==> config.mk <==
export PLATFORM = sky130hd
export DESIGN_NAME = gated_smoothing_tracker
export DESIGN_NICKNAME = d
export VERILOG_FILES = /design/src/rtl/gst_pkg.sv /design/src/rtl/gated_smoothing_tracker.sv /design/src/rtl/gst_ctrl.sv /design/src/rtl/gst_datapath.sv
export SDC_FILE = /design/constraint.sdc
export NUM_CORES = 2
export LEC_CHECK = 0
export BUFFER_PORTS_ARGS = -buffer_cell sky130_fd_sc_hd__buf_2
export CAP_MARGIN = 10
export CORE_UTILIZATION = 55
export CTS_CLUSTER_DIAMETER = 30
export DETAILED_ROUTE_END_ITERATION = 10
export PLACE_DENSITY_LB_ADDON = 0.3
export SLEW_MARGIN = 20
export SYNTH_ARGS = -nofsm -noshare
export SYNTH_HDL_FRONTEND = slang
export SYNTH_HIERARCHICAL = 1
export SYNTH_SLANG_ARGS = --single-unit
export TNS_END_PERCENT = 5
==> constraint.sdc <==
create_clock -name i_clk -period 26.6 [get_ports i_clk]
set_input_delay 1.33 -clock i_clk [delete_from_list [all_inputs] [get_ports i_clk]]
set_output_delay 1.33 -clock i_clk [all_outputs]
set_load 0.01 [all_outputs]
==> src/rtl/gst_pkg.sv <==
package gst_pkg;

    localparam int unsigned VAL_W      = 24;
    localparam int unsigned SAMPLE_W   = 25;
    localparam int unsigned INNOV_W    = 24;
    localparam int unsigned CNT_W      = 32;
    localparam int unsigned WARM_W     = 16;
    localparam int unsigned GAIN_W     = 17;
    localparam int unsigned CFG_IDX_W  = 2;
    localparam int unsigned CFG_DATA_W = 24;
    localparam int unsigned STATUS_W   = 3;
    localparam int unsigned QUO_W      = 23;
    localparam int unsigned PROD_W     = 48;
    localparam int unsigned DIV_CNT_W  = 5;

    localparam logic [DIV_CNT_W-1:0] DIV_LAST = DIV_CNT_W'(QUO_W - 1);

    localparam logic [WARM_W-1:0]  WARMUP_RST   = 16'd10;
    localparam logic [VAL_W-1:0]   MAXINNOV_RST = 24'd3277;
    localparam logic [GAIN_W-1:0]  GAIN_RST     = 17'd6554;
    localparam logic [GAIN_W-1:0]  GAIN_ONE     = 17'd65536;

    localparam logic [INNOV_W-1:0] INNOV_POS_SAT = 24'h7FFFFF;
    localparam logic [INNOV_W-1:0] INNOV_NEG_SAT = 24'h800000;

    // Configuration register indexes
    localparam logic [CFG_IDX_W-1:0] CFG_WARMUP   = 2'd0;
    localparam logic [CFG_IDX_W-1:0] CFG_MAXINNOV = 2'd1;
    localparam logic [CFG_IDX_W-1:0] CFG_GAIN     = 2'd2;

    typedef enum logic [STATUS_W-1:0] {
        ST_BAD     = 3'd0,
        ST_JUMP    = 3'd1,
        ST_WARMUP  = 3'd2,
        ST_ACCEPT  = 3'd3,
        ST_RESET   = 3'd4
    } t_status;

    typedef struct packed {
        logic cap_in;
        logic prep;
        logic gate;
        logic div_step;
        logic decide;
        logic finish;
    } t_cmd;

    typedef struct packed {
        logic special;
    } t_stat;

    function automatic logic [CNT_W-1:0] sat_inc(input logic [CNT_W-1:0] c);
        sat_inc = (&c) ? c : c + CNT_W'(1);
    endfunction

endpackage

==> src/rtl/gated_smoothing_tracker.sv <==
// channel | direction | handshake                    | word
// --------+-----------+------------------------------+-------------------------------------
// in      | input     | i_in_valid / o_in_ready      | i_action, i_sample_value
// out     | output    | o_out_valid / i_out_ready    | status, accepted flag, tracked value,
//         |           |                              | innovation, convergence, both counts
// cfg     | input     | i_cfg_we (no wait)           | i_cfg_index, i_cfg_data
//
// A measurement word goes from accept to result through capture, prepare,
// gate multiply, 23 steps of the radix-2 divider, decide and write back.
// Reset words and words that cannot be tracked skip from prepare to write back.
// One word is in work at a time; the next word is taken while the result
// waits in the output register. A stalled output holds the last step.
// Reset is synchronous and active low; it restores the register defaults.
module gated_smoothing_tracker (
    input  logic                                i_clk,
    input  logic                                i_rst_n,
    input  logic                                i_cfg_we,
    input  logic [gst_pkg::CFG_IDX_W-1:0]       i_cfg_index,
    input  logic [gst_pkg::CFG_DATA_W-1:0]      i_cfg_data,
    input  logic                                i_in_valid,
    output logic                                o_in_ready,
    input  logic                                i_action,
    input  logic signed [gst_pkg::SAMPLE_W-1:0] i_sample_value,
    output logic                                o_out_valid,
    input  logic                                i_out_ready,
    output logic                                o_was_accepted,
    output logic [gst_pkg::STATUS_W-1:0]        o_status,
    output logic [gst_pkg::VAL_W-1:0]           o_tracked_value,
    output logic signed [gst_pkg::INNOV_W-1:0]  o_innovation,
    output logic                                o_is_converged,
    output logic [gst_pkg::CNT_W-1:0]           o_accepted_total,
    output logic [gst_pkg::CNT_W-1:0]           o_rejected_total
);
    import gst_pkg::*;

    t_cmd  w_cmd;
    t_stat w_stat;

    // Sequencer: walks each word through prepare, divide and decide; special words skip to finish.
    gst_ctrl u_ctrl (
        .i_clk       (i_clk),
        .i_rst_n     (i_rst_n),
        .i_in_valid  (i_in_valid),
        .o_in_ready  (o_in_ready),
        .o_out_valid (o_out_valid),
        .i_out_ready (i_out_ready),
        .i_stat      (w_stat),
        .o_cmd       (w_cmd)
    );

    // Datapath: tracker state, shared multiplier, divider, result register.
    gst_datapath u_dp (
        .i_clk            (i_clk),
        .i_rst_n          (i_rst_n),
        .i_cfg_we         (i_cfg_we),
        .i_cfg_index      (i_cfg_index),
        .i_cfg_data       (i_cfg_data),
        .i_action         (i_action),
        .i_sample_value   (i_sample_value),
        .i_cmd            (w_cmd),
        .o_stat           (w_stat),
        .o_was_accepted   (o_was_accepted),
        .o_status         (o_status),
        .o_tracked_value  (o_tracked_value),
        .o_innovation     (o_innovation),
        .o_is_converged   (o_is_converged),
        .o_accepted_total (o_accepted_total),
        .o_rejected_total (o_rejected_total)
    );

endmodule

==> src/rtl/gst_ctrl.sv <==
module gst_ctrl (
    input  logic          i_clk,
    input  logic          i_rst_n,
    input  logic          i_in_valid,
    output logic          o_in_ready,
    output logic          o_out_valid,
    input  logic          i_out_ready,
    input  gst_pkg::t_stat i_stat,
    output gst_pkg::t_cmd  o_cmd
);
    import gst_pkg::*;

    typedef enum logic [5:0] {
        S_IDLE   = 6'b000001,
        S_PREP   = 6'b000010,
        S_GATE   = 6'b000100,
        S_DIV    = 6'b001000,
        S_DECIDE = 6'b010000,
        S_FIN    = 6'b100000
    } t_state;

    t_state               r_state, n_state;
    logic [DIV_CNT_W-1:0] r_div_cnt, n_div_cnt;
    logic                 r_out_valid, n_out_valid;
    t_cmd                 w_cmd;

    always_comb begin
        n_state   = r_state;
        n_div_cnt = r_div_cnt;
        w_cmd     = '0;
        case (r_state)
            S_IDLE: begin
                if (i_in_valid) begin
                    w_cmd.cap_in = 1'b1;
                    n_state      = S_PREP;
                end
            end
            S_PREP: begin
                w_cmd.prep = 1'b1;
                n_state    = i_stat.special ? S_FIN : S_GATE;
            end
            S_GATE: begin
                w_cmd.gate = 1'b1;
                n_div_cnt  = '0;
                n_state    = S_DIV;
            end
            S_DIV: begin
                w_cmd.div_step = 1'b1;
                n_div_cnt      = r_div_cnt + DIV_CNT_W'(1);
                if (r_div_cnt == DIV_LAST) begin
                    n_state = S_DECIDE;
                end
            end
            S_DECIDE: begin
                w_cmd.decide = 1'b1;
                n_state      = S_FIN;
            end
            S_FIN: begin
                // hold until the output register is free
                if (!r_out_valid || i_out_ready) begin
                    w_cmd.finish = 1'b1;
                    n_state      = S_IDLE;
                end
            end
            default: begin
                n_state = S_IDLE;
            end
        endcase
    end

    always_comb begin
        if (w_cmd.finish) begin
            n_out_valid = 1'b1;
        end else if (i_out_ready) begin
            n_out_valid = 1'b0;
        end else begin
            n_out_valid = r_out_valid;
        end
    end

    always_ff @(posedge i_clk) begin
        if (!i_rst_n) begin
            r_state     <= S_IDLE;
            r_div_cnt   <= '0;
            r_out_valid <= 1'b0;
        end else begin
            r_state     <= n_state;
            r_div_cnt   <= n_div_cnt;
            r_out_valid <= n_out_valid;
        end
    end

    assign o_in_ready  = (r_state == S_IDLE);
    assign o_out_valid = r_out_valid;
    assign o_cmd       = w_cmd;

endmodule

==> src/rtl/gst_datapath.sv <==
module gst_datapath (
    input  logic                                   i_clk,
    input  logic                                   i_rst_n,
    input  logic                                   i_cfg_we,
    input  logic [gst_pkg::CFG_IDX_W-1:0]          i_cfg_index,
    input  logic [gst_pkg::CFG_DATA_W-1:0]         i_cfg_data,
    input  logic                                   i_action,
    input  logic signed [gst_pkg::SAMPLE_W-1:0]    i_sample_value,
    input  gst_pkg::t_cmd                          i_cmd,
    output gst_pkg::t_stat                         o_stat,
    output logic                                   o_was_accepted,
    output logic [gst_pkg::STATUS_W-1:0]           o_status,
    output logic [gst_pkg::VAL_W-1:0]              o_tracked_value,
    output logic signed [gst_pkg::INNOV_W-1:0]     o_innovation,
    output logic                                   o_is_converged,
    output logic [gst_pkg::CNT_W-1:0]              o_accepted_total,
    output logic [gst_pkg::CNT_W-1:0]              o_rejected_total
);
    import gst_pkg::*;

    // configuration
    logic [WARM_W-1:0]   r_warmup;
    logic [VAL_W-1:0]    r_max_innov;
    logic [GAIN_W-1:0]   r_gain;

    // tracker state
    logic [VAL_W-1:0]    r_tracked, n_tracked;
    logic                r_armed, n_armed;
    logic [CNT_W-1:0]    r_acc_cnt, n_acc_cnt;
    logic [CNT_W-1:0]    r_rej_cnt, n_rej_cnt;

    // item work registers
    logic                r_action;
    logic [SAMPLE_W-1:0] r_sample;
    logic [VAL_W-1:0]    r_mag;
    logic                r_neg;
    logic [PROD_W-1:0]   r_prod;
    logic [VAL_W-1:0]    r_rem;
    logic [QUO_W-1:0]    r_dsh;
    logic [QUO_W-1:0]    r_quo;
    logic                r_ovf;
    logic                r_reject;
    logic                r_warming;

    // result registers
    logic                r_o_acc;
    t_status             r_o_status;
    logic [VAL_W-1:0]    r_o_tracked;
    logic [INNOV_W-1:0]  r_o_innov;
    logic                r_o_conv;
    logic [CNT_W-1:0]    r_o_acc_cnt;
    logic [CNT_W-1:0]    r_o_rej_cnt;

    logic                w_sample_pos;
    logic                w_bad;
    logic [VAL_W+1:0]    w_diff;
    logic [VAL_W+1:0]    w_abs;
    logic [GAIN_W-1:0]   w_gain_cap;
    logic [VAL_W-1:0]    w_mul_a;
    logic [VAL_W-1:0]    w_mul_b;
    logic [PROD_W-1:0]   w_prod;
    logic [VAL_W:0]      w_trial;
    logic                w_qbit;
    logic                w_warming;
    logic                w_jump;
    logic [VAL_W-1:0]    w_step;
    logic [VAL_W-1:0]    w_new_t;
    logic [INNOV_W-1:0]  w_innov;
    logic                w_o_acc;
    t_status             w_o_status;
    logic [INNOV_W-1:0]  w_o_innov;

    always_comb begin
        w_sample_pos = !r_sample[SAMPLE_W-1] && (r_sample[VAL_W-1:0] != '0);
        w_bad        = !r_armed || !w_sample_pos || (r_tracked == '0);
        w_diff       = {r_sample[SAMPLE_W-1], r_sample} - {2'b00, r_tracked};
        w_abs        = w_diff[VAL_W+1] ? ((VAL_W+2)'(0) - w_diff) : w_diff;
    end

    assign o_stat.special = r_action || w_bad;

    // one shared multiplier: gate product first, smoothing step later
    assign w_gain_cap = (r_gain > GAIN_ONE) ? GAIN_ONE : r_gain;
    assign w_mul_a    = i_cmd.gate ? r_max_innov : r_mag;
    assign w_mul_b    = i_cmd.gate ? r_tracked : VAL_W'(w_gain_cap);
    assign w_prod     = PROD_W'(w_mul_a) * PROD_W'(w_mul_b);

    // one restoring division step
    assign w_trial = {r_rem, r_dsh[QUO_W-1]};
    assign w_qbit  = (w_trial >= {1'b0, r_tracked});

    assign w_warming = (r_acc_cnt < CNT_W'(r_warmup));
    assign w_jump    = (PROD_W'({r_mag, 16'b0}) > r_prod);
    assign w_step    = r_prod[VAL_W+15:16];
    assign w_new_t   = r_neg ? (r_tracked - w_step) : (r_tracked + w_step);

    always_comb begin
        if (r_ovf) begin
            w_innov = r_neg ? INNOV_NEG_SAT : INNOV_POS_SAT;
        end else if (r_neg) begin
            w_innov = INNOV_W'(0) - {1'b0, r_quo};
        end else begin
            w_innov = {1'b0, r_quo};
        end
    end

    // next state and result of the item in flight
    always_comb begin
        n_tracked  = r_tracked;
        n_armed    = r_armed;
        n_acc_cnt  = r_acc_cnt;
        n_rej_cnt  = r_rej_cnt;
        w_o_acc    = 1'b0;
        w_o_status = ST_BAD;
        w_o_innov  = '0;
        if (r_action) begin
            n_tracked  = w_sample_pos ? r_sample[VAL_W-1:0] : '0;
            n_armed    = w_sample_pos;
            n_acc_cnt  = '0;
            n_rej_cnt  = '0;
            w_o_status = ST_RESET;
        end else if (w_bad) begin
            w_o_status = ST_BAD;
        end else if (r_reject) begin
            n_rej_cnt  = sat_inc(r_rej_cnt);
            w_o_status = ST_JUMP;
            w_o_innov  = w_innov;
        end else begin
            n_tracked  = w_new_t;
            n_acc_cnt  = sat_inc(r_acc_cnt);
            w_o_acc    = 1'b1;
            w_o_status = r_warming ? ST_WARMUP : ST_ACCEPT;
            w_o_innov  = w_innov;
        end
    end

    always_ff @(posedge i_clk) begin
        if (!i_rst_n) begin
            r_warmup    <= WARMUP_RST;
            r_max_innov <= MAXINNOV_RST;
            r_gain      <= GAIN_RST;
        end else if (i_cfg_we) begin
            case (i_cfg_index)
                CFG_WARMUP:   r_warmup    <= i_cfg_data[WARM_W-1:0];
                CFG_MAXINNOV: r_max_innov <= i_cfg_data[VAL_W-1:0];
                CFG_GAIN:     r_gain      <= i_cfg_data[GAIN_W-1:0];
                default: begin
                end
            endcase
        end
    end

    always_ff @(posedge i_clk) begin
        if (!i_rst_n) begin
            r_tracked <= '0;
            r_armed   <= 1'b0;
            r_acc_cnt <= '0;
            r_rej_cnt <= '0;
        end else if (i_cmd.finish) begin
            r_tracked <= n_tracked;
            r_armed   <= n_armed;
            r_acc_cnt <= n_acc_cnt;
            r_rej_cnt <= n_rej_cnt;
        end
    end

    always_ff @(posedge i_clk) begin
        if (i_cmd.cap_in) begin
            r_action <= i_action;
            r_sample <= i_sample_value;
        end
        if (i_cmd.prep) begin
            r_mag <= w_abs[VAL_W-1:0];
            r_neg <= w_diff[VAL_W+1];
        end
        if (i_cmd.gate) begin
            r_prod <= w_prod;
            r_rem  <= VAL_W'(r_mag[VAL_W-1:7]);
            r_dsh  <= {r_mag[6:0], 16'b0};
            r_ovf  <= (VAL_W'(r_mag[VAL_W-1:7]) >= r_tracked);
        end
        if (i_cmd.div_step) begin
            r_rem <= w_qbit ? VAL_W'(w_trial - {1'b0, r_tracked}) : w_trial[VAL_W-1:0];
            r_dsh <= {r_dsh[QUO_W-2:0], 1'b0};
            r_quo <= {r_quo[QUO_W-2:0], w_qbit};
        end
        if (i_cmd.decide) begin
            r_warming <= w_warming;
            r_reject  <= !w_warming && w_jump;
            r_prod    <= w_prod;
        end
        if (i_cmd.finish) begin
            r_o_acc     <= w_o_acc;
            r_o_status  <= w_o_status;
            r_o_tracked <= n_tracked;
            r_o_innov   <= w_o_innov;
            r_o_conv    <= n_armed && (n_acc_cnt >= CNT_W'(r_warmup));
            r_o_acc_cnt <= n_acc_cnt;
            r_o_rej_cnt <= n_rej_cnt;
        end
    end

    assign o_was_accepted   = r_o_acc;
    assign o_status         = r_o_status;
    assign o_tracked_value  = r_o_tracked;
    assign o_innovation     = r_o_innov;
    assign o_is_converged   = r_o_conv;
    assign o_accepted_total = r_o_acc_cnt;
    assign o_rejected_total = r_o_rej_cnt;

endmodule

# Word level (Yosys, flattened, before mapping)
# Index checks and enable logic that the tools add are counted.
# totals
elab_cells,134
regBits,431
input_bits,57
# classes
n_eq_ne,12
multipliers,1
add_sub_neg,9
order_cmp,6
reduce_logical,27
mux,48
# ops
operator,n
$mux W24,14
$mux W32,8
$mux W48,2
$add A32 B1 Y32 const B,2
$reduce_and A32 Y1,2
$gt A40 B48 Y1,1
$mul A24 B24 Y48,1
$sub A24 B24 Y24,2
$mux W23,2
$pmux W6 S6,1
$ge A32 B16 Y1,1
$lt A32 B16 Y1,1
$sub A25 B25 Y26,1
$ge A25 B24 Y1,1
$add A24 B24 Y24,1
$ge A17 B24 Y1,1
$logic_not A24 Y1,1
$mux W6,4
$reduce_bool A24 Y1,1
$sub A1 B23 Y24 const A,1
$sub A1 B24 Y24 const A,1
$gt A17 B17 Y1 const B,1
$mux W17,1
$mux W1,13
23 further kinds,39

# Logic depth before layout (Yosys ltp)
# depth
ltp_word,9
mapped_depth,38

# Hierarchy
# The synthesis kept the hierarchy.
# by_module_without_submodules
mod,cells_each,seq_area_each_um2,area_per_inst_um2,n_inst
gst_datapath,4606,11120.7,42259.3,1
gst_ctrl,87,240.2,699.4,1

# Worst setup path after synthesis
# No wires, ideal clock.
# synth_path
path_kind,register -> register
from,reg u_ctrl.r_state[4]
to,"reg u_dp.r_prod[47], data pin"
path_buffers,6
arrival_time_ps,8823
path_stages_with_launch,38
path_slack_ps,17517
period_less_slack_ps,9083
setup_time_ps,260
cell_sequence,dfxtp_1 > buf_6 > nor4_1 > nand3b_1 > inv_1 > buf_4 > clkbuf_1 > buf_1 > clkbuf_1 > o21a_1 > clkbuf_1 > nor2_1 > fa_1 > inv_1 > fa_1 > inv_1 > fa_1 > inv_1 > [... 2 more ...] > fa_1 > fa_1 > inv_1 > fa_1 > inv_1 > ha_1 > and3_1 > a31oi_1 > o22a_1 > o311ai_1 > a31oi_2 > o21ai_2 > a31oi_4 > o21ai_2 > a31o_1 > or3b_1 > a31oi_1 > xnor2_1
# synth_rtl
item,line,rtl
from (decl),gst_ctrl.sv:22,"t_state r_state, n_state;"
from (signal assigned),gst_ctrl.sv:87,r_state <= n_state;
to (signal assigned),gst_datapath.sv:177,r_prod <= w_prod;
to (signal assigned),gst_datapath.sv:190,r_prod <= w_prod;
to (decl),gst_datapath.sv:37,logic [PROD_W-1:0] r_prod;

==> impl_metrics.tcl <==
set metrics [dict create \
    setup_viol 0 \
    rsz0062_at_grt "no" \
    antenna_found_initial 4 \
    drive_gt1_share_pct 9.55 \
    instances_no_fill 5912 \
    slew_headroom_pct 23.2 \
    critPathLaunchType "flop" \
    drv_cap 0 \
    cts_max_path_buffers 3 \
    finalMaxSlewViolations 0 \
    synth_edf_count 273 \
    register_area_um2 11400 \
    min_period_ps 10660 \
    critPathKind "reg2reg" \
    crit_path_frequent_cell "fa_1" \
    power_density_nw_per_um2 135 \
    overflow 0 \
    clk-insertion-delay-late_ps 640 \
    num_vias 34500 \
    ant_nets 0 \
    synth_top_area_share_pct 22.6 \
    syn_area_um2 43000 \
    async_flop_share_pct 0 \
    post_cts_buffers 0 \
    syn_to_final_growth_pct 10.9 \
    cts-hold-fix-buffers 0 \
    vdd_drop_max_uv 227 \
    netlist_top_cells_count "inv_1 (713), nor2_1 (567), fa_1 (485)" \
    ys_seq_elements 431 \
    grt-busiest-layer "met2" \
    cts_resized 0 \
    fill_cells 6521 \
    cts_tree "done" \
    cp-end-kind "flop" \
    syn_inst 4693 \
    outcome "completed" \
    cp.required_ps 26970 \
    cts.sinks 431 \
    grt_first_pass_wirelength_um 194000 \
    wl_per_cell_um 21.0 \
    crit_path_top_delay_cell "buf_4" \
    grt_pass1_vias 34600 \
    synth_area_leaders "fa_1 (23%), edfxtp_1 (19%), ha_1 (9.4%)" \
    use_met1_pct 41.2 \
    cts_buffers 78 \
    routabilityCongestion 0.980 \
    viasPerCell 5.84 \
    max_stage_delay_ps 740 \
    htree_levels 3 \
    dpl.hpwl_um 96400 \
    core-area_um2 77300 \
    path_clk_slew_ps 60 \
    worstMarginPinSlew_ps 1140 \
    io_pins 176 \
    dieArea_um2 79200 \
    fin_nets 5670 \
    drc 0 \
    rows 102 \
    die_h_um 281 \
    multi_input_area_um2 28200 \
    grt_use_met3_pct 7.62 \
    die_x_um 281 \
    synth_area_per_cell_um2 9.15 \
    period_share_pct 40.1 \
    synth.most_common_cell "inv_1" \
    synthDistinctLibCells 92 \
    routed_wl_um 124000 \
    final.setup.tns_ps 0 \
    placed_cells 5764 \
    synth_seq_area_share_pct 26.4 \
    grt_max_degree 113 \
    cts-root-buf "clkbuf_16" \
    preCtsSetupSlack_ps 16060 \
    hold_viol 0 \
    port_buffers 175 \
    fmax_mhz 93.8 \
    groute.layer.met2.usage_pct 50.9 \
    hold_path_class "reg2reg" \
    drt_first_pass_iters 6 \
    path_max_fanout 79 \
    holdWs_ps 458 \
    ys.flop_type "edfxtp_1" \
    yosysTopAreaCell "fa_1" \
    drt_iter0_drc 3111 \
    clock_skew_ps 26.9 \
    final_core_util_pct 61.6 \
    arrival_ps 11020 \
    initial_core_util_pct 55.5 \
    worst_slack_ps 15940 \
    synth_warnings 6 \
    p_leak_uw 0.0218 \
    grtUsageTotal_pct 31.9 \
    synthesis.nets 5559 \
]
## final timing paths
| check | start | to | slack [ps] | depth (start not counted) |
|---|---|---|---|---|
| max reg2reg | u_ctrl/r_state[3]$_SDFFE_PN0P_ | u_dp/r_prod[47]$_DFFE_PP_ | 15940 | 31 |
| max | u_ctrl/r_state[3]$_SDFFE_PN0P_ | u_dp/r_prod[47]$_DFFE_PP_ | 15940 | 31 |
| min | u_dp/r_warmup[12]$_SDFFE_PN0P_ | u_dp/r_warmup[12]$_SDFFE_PN0P_ | 460 | 2 |
| min reg2reg | u_dp/r_warmup[12]$_SDFFE_PN0P_ | u_dp/r_warmup[12]$_SDFFE_PN0P_ | 460 | 2 |
## layout by cell type, fill, tap and decap left out, types with 20 or more instances in the layout
master	Yosys	final
inv_1	713	710
nor2_1	567	565
fa_1	485	485
nand2_1	481	480
ha_1	324	324
edfxtp_1	273	273
a21oi_1	221	221
buf_2	12	175
dfxtp_1	158	158
o21ai_0	137	137
xnor2_1	133	133
and3_1	116	116
mux2i_1	105	102
clkbuf_16	0	81
nand3_1	81	81
a21o_1	76	76
xor2_1	70	70
buf_4	2	53
nand2b_1	46	46
nor3_1	39	38
nor2b_1	37	37
nor4_1	36	36
mux2_2	31	31
o21a_1	27	27
nand4_1	26	26
a31oi_1	25	25
or2_2	20	20
o22a_1	20	20
## routing by layer
metal / wire (um) / share of wire, %
met4: 5850 / 4.7
met2: 56500 / 45
met3: 13400 / 11
met5: 26 / 0.021
met1: 48600 / 39
## critical path, delay by kind of cell (launching register included)
family,cells,cell delay (ps)
AOI/OAI and AO/OA,8,1850
xor gates and xnor gates,1,140
adders and majority gates,8,3710
buffers and inverters,6,2070
DFF,1,360
muxes,1,400
and+or+nand+nor,7,1740
## state kept, by name (all words and copies together) (netlist names), 3 cells and up
| register | flops |
|---|---|
| u_dp/o_innovation | 24 |
| u_dp/r_max_innov | 24 |
| u_dp/r_rem | 24 |
| u_dp/r_warmup | 16 |
| u_dp/o_status | 3 |
| u_ctrl/r_state | 6 |
| u_dp/r_sample | 25 |
| u_dp/r_mag | 24 |
| u_ctrl/r_div_cnt | 5 |
| u_dp/r_acc_cnt | 32 |
| u_dp/r_quo | 23 |
| u_dp/o_tracked_value | 24 |
| u_dp/r_dsh | 7 |
| u_dp/r_gain | 17 |
| u_dp/r_rej_cnt | 32 |
| u_dp/r_prod | 48 |
| u_dp/o_accepted_total | 32 |
| u_dp/o_rejected_total | 32 |
| u_dp/r_tracked | 24 |
## cells by family after synthesis
| family | after synthesis | share of synthesized area, % |
|---|---|---|
| AOI/OAI and AO/OA | 648 | 9.52 |
| DFF | 431 | 26.4 |
| xor gates and xnor gates | 203 | 4.14 |
| adders and majority gates | 809 | 32.0 |
| muxes | 136 | 3.26 |
| and+or+nand+nor | 1553 | 16.5 |
| buffers and inverters | 913 | 8.08 |
## metrics by stage
step | instance area (um^2) | power, uW
floorplan | 43000 | 4130
global placement | 44800 | 5110
detailed placement | 44800 | 5220
CTS | 47600 | 6310
global route | 47600 | 6890
finish | 47600 | 6410
## final cells by class
cell class	count	share of cell area (%)
timing repair buffer	229	2.72
multi-input combinational	3349	59.2
inverter	715	5.65
antenna	3	0.0158
sequential	431	23.9
clock buffer	86	4.36
clock inverter	59	1.51
tap	1040	2.73
## report_power, final
part / switching (uW) / leakage, uW / total (uW) / internal (uW)
logic: 2660 / 0.0166 / 4350 / 1690
clock network: 388 / 0.00137 / 1050 / 662
registers: 53.5 / 0.00383 / 1010 / 958
total: 3100 / 0.0218 / 6410 / 3310
Power figures use the tool's default switching activity.
